### src/hcc_pkg.sv
// ----------------------------------------------------------------------------
// hcc_pkg: shared constants for the cubic Hermite curve evaluator
// Register indexes of the configuration port, pipeline depth and the
// guard-bit budget used by the per-axis datapath.
// ----------------------------------------------------------------------------
`default_nettype none

package hcc_pkg;

  // Configuration register map.
  localparam int NUM_REGS  = 8;
  localparam int REG_IDX_W = 3;

  localparam logic [REG_IDX_W-1:0] REG_START_X     = 3'd0;
  localparam logic [REG_IDX_W-1:0] REG_START_Y     = 3'd1;
  localparam logic [REG_IDX_W-1:0] REG_START_TAN_X = 3'd2;
  localparam logic [REG_IDX_W-1:0] REG_START_TAN_Y = 3'd3;
  localparam logic [REG_IDX_W-1:0] REG_END_X       = 3'd4;
  localparam logic [REG_IDX_W-1:0] REG_END_Y       = 3'd5;
  localparam logic [REG_IDX_W-1:0] REG_END_TAN_X   = 3'd6;
  localparam logic [REG_IDX_W-1:0] REG_END_TAN_Y   = 3'd7;

  // Guard bits carried through the Horner steps: at most GUARD_MAX, fewer
  // when wide coordinates and parameters would blow up the intermediates.
  localparam int GUARD_BUDGET = 59;
  localparam int GUARD_MAX    = 8;

  // Register stages from input transfer to result strobe.
  localparam int PIPE_DEPTH = 8;

endpackage : hcc_pkg

`default_nettype wire

### src/hcc_axis.sv
// ----------------------------------------------------------------------------
// hcc_axis: one axis of the Hermite curve evaluator
// Builds the cubic coefficients from the control points and evaluates
// a*u^3 + b*u^2 + c*u + d in Horner form over seven register stages.
// ----------------------------------------------------------------------------
`default_nettype none

module hcc_axis #(
  parameter int COORD_WIDTH     = 16,
  parameter int PARAM_FRAC_BITS = 16
) (
  input  wire                                clk,
  input  wire                                rst_n,
  input  wire logic signed [COORD_WIDTH-1:0] p0,
  input  wire logic signed [COORD_WIDTH-1:0] t0,
  input  wire logic signed [COORD_WIDTH-1:0] p1,
  input  wire logic signed [COORD_WIDTH-1:0] t1,
  input  wire logic [PARAM_FRAC_BITS:0]      u,
  output logic signed [COORD_WIDTH+1:0]      point
);
  import hcc_pkg::*;

  localparam int CW     = COORD_WIDTH;
  localparam int F      = PARAM_FRAC_BITS;
  localparam int G_RAW  = GUARD_BUDGET - CW - F;
  localparam int G      = (G_RAW < GUARD_MAX) ? G_RAW : GUARD_MAX;
  localparam int CF     = CW + 4;          // coefficient width
  localparam int QW     = CW + G + 5;      // Horner accumulator width
  localparam int UW     = F + 1;           // clamped parameter width
  localparam int PW     = QW + UW + 1;     // product width
  localparam int OW     = CW + 2;          // result width
  localparam int S1     = F - G;           // first rounding shift

  // Coefficients, recomputed every cycle from the control points.
  logic signed [CF-1:0] a_r, b_r, c_r, d_r;
  logic signed [CF-1:0] a_nxt, b_nxt, c_nxt, d_nxt;
  logic signed [CF-1:0] p0_e, t0_e, p1_e, t1_e;

  always_comb begin
    p0_e  = CF'(p0);
    t0_e  = CF'(t0);
    p1_e  = CF'(p1);
    t1_e  = CF'(t1);
    a_nxt = (p0_e <<< 1) + t0_e + t1_e - (p1_e <<< 1);
    b_nxt = (p1_e <<< 1) + p1_e - (p0_e <<< 1) - p0_e - (t0_e <<< 1) - t1_e;
    c_nxt = t0_e;
    d_nxt = p0_e;
  end

  always_ff @(posedge clk) begin
    if (!rst_n) begin
      a_r <= '0;
      b_r <= '0;
      c_r <= '0;
      d_r <= '0;
    end else begin
      a_r <= a_nxt;
      b_r <= b_nxt;
      c_r <= c_nxt;
      d_r <= d_nxt;
    end
  end

  // Datapath stages.
  logic [UW-1:0]        u1_r, u2_r, u3_r, u4_r;
  logic signed [PW-1:0] p1_r, p2_r, p3_r;
  logic signed [QW-1:0] q1_r, q2_r, q3_r;
  logic signed [OW-1:0] pt_r;

  logic signed [PW-1:0] m1_nxt, m2_nxt, m3_nxt;
  logic signed [PW-1:0] r1_sum, r2_sum, r3_sum;
  logic signed [QW-1:0] q1_nxt, q2_nxt, q3_nxt;
  logic signed [QW-1:0] r4_sum;
  logic signed [OW-1:0] pt_nxt;

  always_comb begin
    m1_nxt = PW'(QW'(a_r)) * $signed({1'b0, u});
    m2_nxt = PW'(q1_r) * $signed({1'b0, u2_r});
    m3_nxt = PW'(q2_r) * $signed({1'b0, u4_r});
  end

  generate
    if (S1 > 0) begin : g_rnd1
      always_comb begin
        r1_sum = p1_r + $signed(PW'(1) << (S1 - 1));
        q1_nxt = QW'(r1_sum >>> S1) + (QW'(b_r) <<< G);
      end
    end else begin : g_nornd1
      always_comb begin
        r1_sum = p1_r;
        q1_nxt = QW'(r1_sum) + (QW'(b_r) <<< G);
      end
    end
  endgenerate

  always_comb begin
    r2_sum = p2_r + $signed(PW'(1) << (F - 1));
    q2_nxt = QW'(r2_sum >>> F) + (QW'(c_r) <<< G);
    r3_sum = p3_r + $signed(PW'(1) << (F - 1));
    q3_nxt = QW'(r3_sum >>> F) + (QW'(d_r) <<< G);
    r4_sum = q3_r + $signed(QW'(1) << (G - 1));
    pt_nxt = OW'(r4_sum >>> G);
  end

  always_ff @(posedge clk) begin
    u1_r <= u;
    p1_r <= m1_nxt;
    u2_r <= u1_r;
    q1_r <= q1_nxt;
    u3_r <= u2_r;
    p2_r <= m2_nxt;
    u4_r <= u3_r;
    q2_r <= q2_nxt;
    p3_r <= m3_nxt;
    q3_r <= q3_nxt;
    pt_r <= pt_nxt;
  end

  assign point = pt_r;

endmodule : hcc_axis

`default_nettype wire

### config.mk
export PLATFORM = sky130hd
export DESIGN_NAME = hcc_axis
export DESIGN_NICKNAME = d
export VERILOG_FILES = /design/src/hcc_pkg.sv /design/src/hcc_axis.sv
export SDC_FILE = /design/constraint.sdc
export NUM_CORES = 2
export LEC_CHECK = 0
export BUFFER_PORTS_ARGS = -buffer_cell sky130_fd_sc_hd__buf_4
export CAP_MARGIN = 15
export CORE_MARGIN = 1
export CORE_UTILIZATION = 60
export DETAILED_ROUTE_END_ITERATION = 8
export GPL_ROUTABILITY_DRIVEN = 0
export PLACE_DENSITY = 0.78
export SLEW_MARGIN = 10
export SYNTH_ARGS = -nofsm -noshare
export SYNTH_HDL_FRONTEND = slang
export SYNTH_SLANG_ARGS = --single-unit
### constraint.sdc
create_clock -name clk -period 7.2 [get_ports clk]
set_input_delay 1.44 -clock clk [delete_from_list [all_inputs] [get_ports clk]]
set_output_delay 1.44 -clock clk [all_outputs]
set_load 0.03 [all_outputs]
* Yosys cells after proc, flatten, opt, wreduce, memory -nomap -nowiden *
Index checks and enable logic that the tools add are counted.

word-level totals
  bits in registers = 366
  input bits = 83
  output and inout bits = 18
  word-level logic and storage cells = 33

cells by class
  add/subtract/negate cells = 15
  multipliers = 3

operators with widths
  operator                count
  $add 45x17->45 const B  1
  $mul 29x18->45          1
  $add 42x17->42 const B  1
  $mul 29x18->42          1
  $add 37x9->37 const B   1
  $mul 20x18->37          1
  $add 17x16->18          2
  $add 29x24->29          1
  $add 29x28->29          1
  $add 26x24->26          1
  $add 26x9->26 const B   1
  $sub 19x16->20          1
  $sub 19x17->20          1
  $sub 20x16->20          1
  $sub 20x17->20          1
  $add 18x16->19          1
  $sub 18x17->19          1

* Depth between registers and ports, before layout *
  word-level depth = 5
  depth in mapped cells = 26
  mapped depth without buffers = 24

* Worst setup path after synthesis *
Ideal clock, no wire load.

  path kind = in2reg
  start = input u[3]
  end = register p1_r[36]
  library setup time = 0.127 ns
  arrival time = 7.409 ns
  data required time = 7.073 ns
  path slack = -0.336 ns
  stages on the path = 22
  buffers on the path = 1
  cells stage by stage = clkbuf_1 nand2_1 fa_1 fa_1 fa_1 fa_1 inv_1 fa_1 inv_1 fa_1 inv_1 ha_1 a21o_1 a21oi_1 nor2b_1 a311o_1 or4b_1 a211o_1 a21o_1 a211oi_2 a21o_1 a211oi_2

between the ends
  cells in the longest elaborated chain, start to end = 1

RTL lines
  element                 line             RTL
  start: declaration      hcc_axis.sv:18   input wire logic [PARAM_FRAC_BITS:0] u,
  $mul 20x18->37          hcc_axis.sv:77   m1_nxt = PW'(QW'(a_r)) * $signed({1'b0, u});
  via m1_nxt[36]          hcc_axis.sv:70   logic signed [PW-1:0] m1_nxt, m2_nxt, m3_nxt;
  end signal: assignment  hcc_axis.sv:107  p1_r <= m1_nxt;
  end: declaration        hcc_axis.sv:66   logic signed [PW-1:0] p1_r, p2_r, p3_r;

The timed path passes the listed nets, and every way through them passes these cells.
A chain may end at the register's enable or synchronous reset.

* Final worst setup path *
  start = input u[8]
  end = register p1_r[34]

The elaborated chain is that of the path after synthesis.

==> summary.txt <==
Critical path
  • CP required: 7670 ps
  • Critical path, cell by cell: buf_4, and2_1, fa_1, inv_1, fa_1, fa_1, fa_1, inv_1, fa_1, inv_1, fa_1, inv_1, ha_4, a21o_1, a21oi_1, nor2b_1, a311o_1, or4b_1, a211o_1, a21o_1, a211oi_4, o21bai_1, a221oi_2
  • Crit-path max cell delay: between 500 and 600 ps
  • Critical path type: primary input to flop
  • Crit path arrival time: 7510 ps
  • Crit start category: primary input
  • Crit-path max FO: 18
  • Most frequent CP cell: fa_1
  • Crit path capture type: flop
  • Critical-path top delay cell: or4b_1

Die
  • Die height: 314 um
  • Initial Util: 60.5%
  • Ports: 101
  • CORE AREA: 96700 um^2
  • Die area: 98800 um^2
  • Die X: 314 um
  • Std cell rows: about 110

Run status
  • Status: complete, no violations

Global routing
  • Vias in the first global route: 45800
  • First-pass GRT wire length: 233000 um
  • Largest net degree at the start of global routing: 66
  • Antenna violations before repair: 4
  • Grt ovf: 0
  • GRT Overall Usage: 30.0%

Yosys
  • Post-synthesis sequential area ratio: 11.0%
  • Post-Syn Area: 58600 um^2
  • Dominant synthesized flop cell: dfxtp_1
  • FF+latch count, synth: 322
  • Post-synth EDFFs: 0
  • Syn nets: 8100
  • Netlist cell types: 65
  • Top post-synthesis cells by area: fa_1, dfxtp_1, inv_1
  • Ys async rst share: 0%
  • Yosys warns: 0
  • Post-synth top area share: 45.5%
  • Synth Instances: 6291
  • Synth Area per Inst: 9.31 um^2
  • Leading area contributor after synthesis: fa_1

Timing
  • Tcrit/Tclk final: 97.8%
  • Setup tns final: 0 ps
  • Final hold vios: 0
  • RSZ-0062 raised after global routing: false
  • Post-route minimum period: 7040 ps
  • Max Clk Rate: 0.142 GHz
  • Tightest Pin Transition: 1060 ps
  • Endpoints failing setup: 0
  • Slew Limit Headroom: 28.8%
  • Fin Clk Skew: 52.5 ps
  • Max-slew violations: 0

Route
  • DR pass1 iterations: 5
  • Via count: ~42000
  • Final wirelength: 141000 um
  • DRC viols: 0
  • Detail Route Antenna Nets: 0
  • DR vias/cell: 5.36
  • Drt initial violations: 2997
  • DR WL/cell: about 18 um

Cells and area
  • Net count, final: roughly 8300
  • Area growth, synth to finish: 8.61%
  • Commonest non-fill, non-tap cell in the layout: inv_1
  • Most frequent cells in the layout: inv_1, fa_1, nand2_1, and2_1, ha_1
  • Layout cells sized above 1: 7.09%

CTS
  • CTS H-tree depth: 2
  • Inserted Clock Buffers: 38
  • Clock sinks: 322
  • Max clock buf depth: 3
  • CTS tree: built
  • Worst skew pair latency: 590 ps
  • Clock root cell: clkbuf_16
  • Clk slew on worst S/H paths: 60 ps

Hold path
  • Hold Path Class: flop to flop

Place
  • Post-DP HPWL: 118000 um
  • Port Buffer Count: 100

Run
  • Max-cap violation count: 0
==> registers in the layout, summed over array words and instances, names as in the netlist <==
register / count
p1_r: 30
p2_r: 30
q1_r: 29
q2_r: 29
p3_r: 27
a_r: 20
b_r: 20
q3_r: 19
point: 18
u1_r: 17
u2_r: 17
u3_r: 17
u4_r: 17
c_r: 16
d_r: 16
==> cell families (layout without fill, tap and decap cells) <==
family          Yosys count  after routing  share of synthesized area [%]
compound gates          355            355                           4.09
xor+xnor                284            284                           4.25
fa+ha+maj              1726           1726                           54.0
buf+inv                1828           2025                           11.7
flops                   322            322                           11.0
mux                       2              2                         0.0342
other cells               0              4                              0
simple gates           1774           1774                           14.9
==> per-layer routing <==
metal  global-route usage [%]  vias up  part of all wire (%)
met3                     4.18      340                   7.8
met5                        0        -                     0
met4                     10.2        0                   3.7
met2                     51.0     1593                    49
li1                         -    18600                     -
met1                     39.4    21100                    40
==> Yosys cell counts (all sizes together), types with 3 or more instances <==
library cell / n
a2111oi: 4
a211o: 7
a211oi: 11
a21boi: 9
a21o: 62
a21oi: 109
a221oi: 8
a31oi: 11
a41oi: 6
and2: 648
and3: 40
and4: 16
buf: 8
clkbuf: 215
dfxtp: 322
fa: 1332
ha: 394
inv: 1605
nand2: 769
nand2b: 10
nand3: 61
nand4: 14
nor2: 146
nor2b: 10
nor3: 34
nor3b: 3
nor4: 4
o211ai: 5
o21a: 26
o21ai: 43
o21bai: 18
o31ai: 7
or2: 6
or3: 7
xnor2: 208
xor2: 76
==> worst paths after layout <==
path	start	endpoint	slack (ps)	depth (start not counted)
setup / recovery	u[8]	p1_r[34]	160	23
hold / removal	u1_r[10]	u2_r[10]	310	0
setup reg to reg	q1_r[20]	p2_r[44]	180	22
hold reg to reg	u1_r[10]	u2_r[10]	310	0
==> stage by stage <==
step | util (%) | worst slack [ps] | std cells | hold slack [ps] | cell area, um^2
floorplan | - | -71.8 | 6291 | 310 | 58700
global placement | 64.4 | -367 | 7694 | 310 | 62200
detailed placement | 64.4 | -459 | 7694 | 312 | 62200
CTS | 65.6 | 14.8 | 7761 | 320 | 63500
global route | 65.8 | 2.83 | 7767 | 325 | 63600
finish | 65.8 | 159 | 7768 | 314 | 63600
==> layout make-up <==
class	instances	area, um^2
Multi-Input combinational cell	4141	45400
Fill cell	7420	33100
Sequential cell	322	6470
Inverter	1605	6020
Timing Repair Buffer	353	2900
Tap cell	1276	1600
Clock buffer	50	996
Clock inverter	17	226
Antenna cell	4	10.0
==> timing repair <==
item	4_1_cts	5_1_grt
hold buffers	0	0
gates cloned	0	1
endpoints found under the setup margin	4	14
pin swaps	0	4
resized for setup	4	27
setup buffers	0	2
==> worst max-delay path: cells and delay by family <==
kind	cells	cell delay (ps)
buffers and inverters	5	400
adder cells (fa/ha/maj)	7	3060
AO/OA/AOI/OAI	8	1830
AND/OR/NAND/NOR	3	750
Power is not shown: default switching activity piles up to over one toggle a cycle in this logic, so the estimate is an artifact.
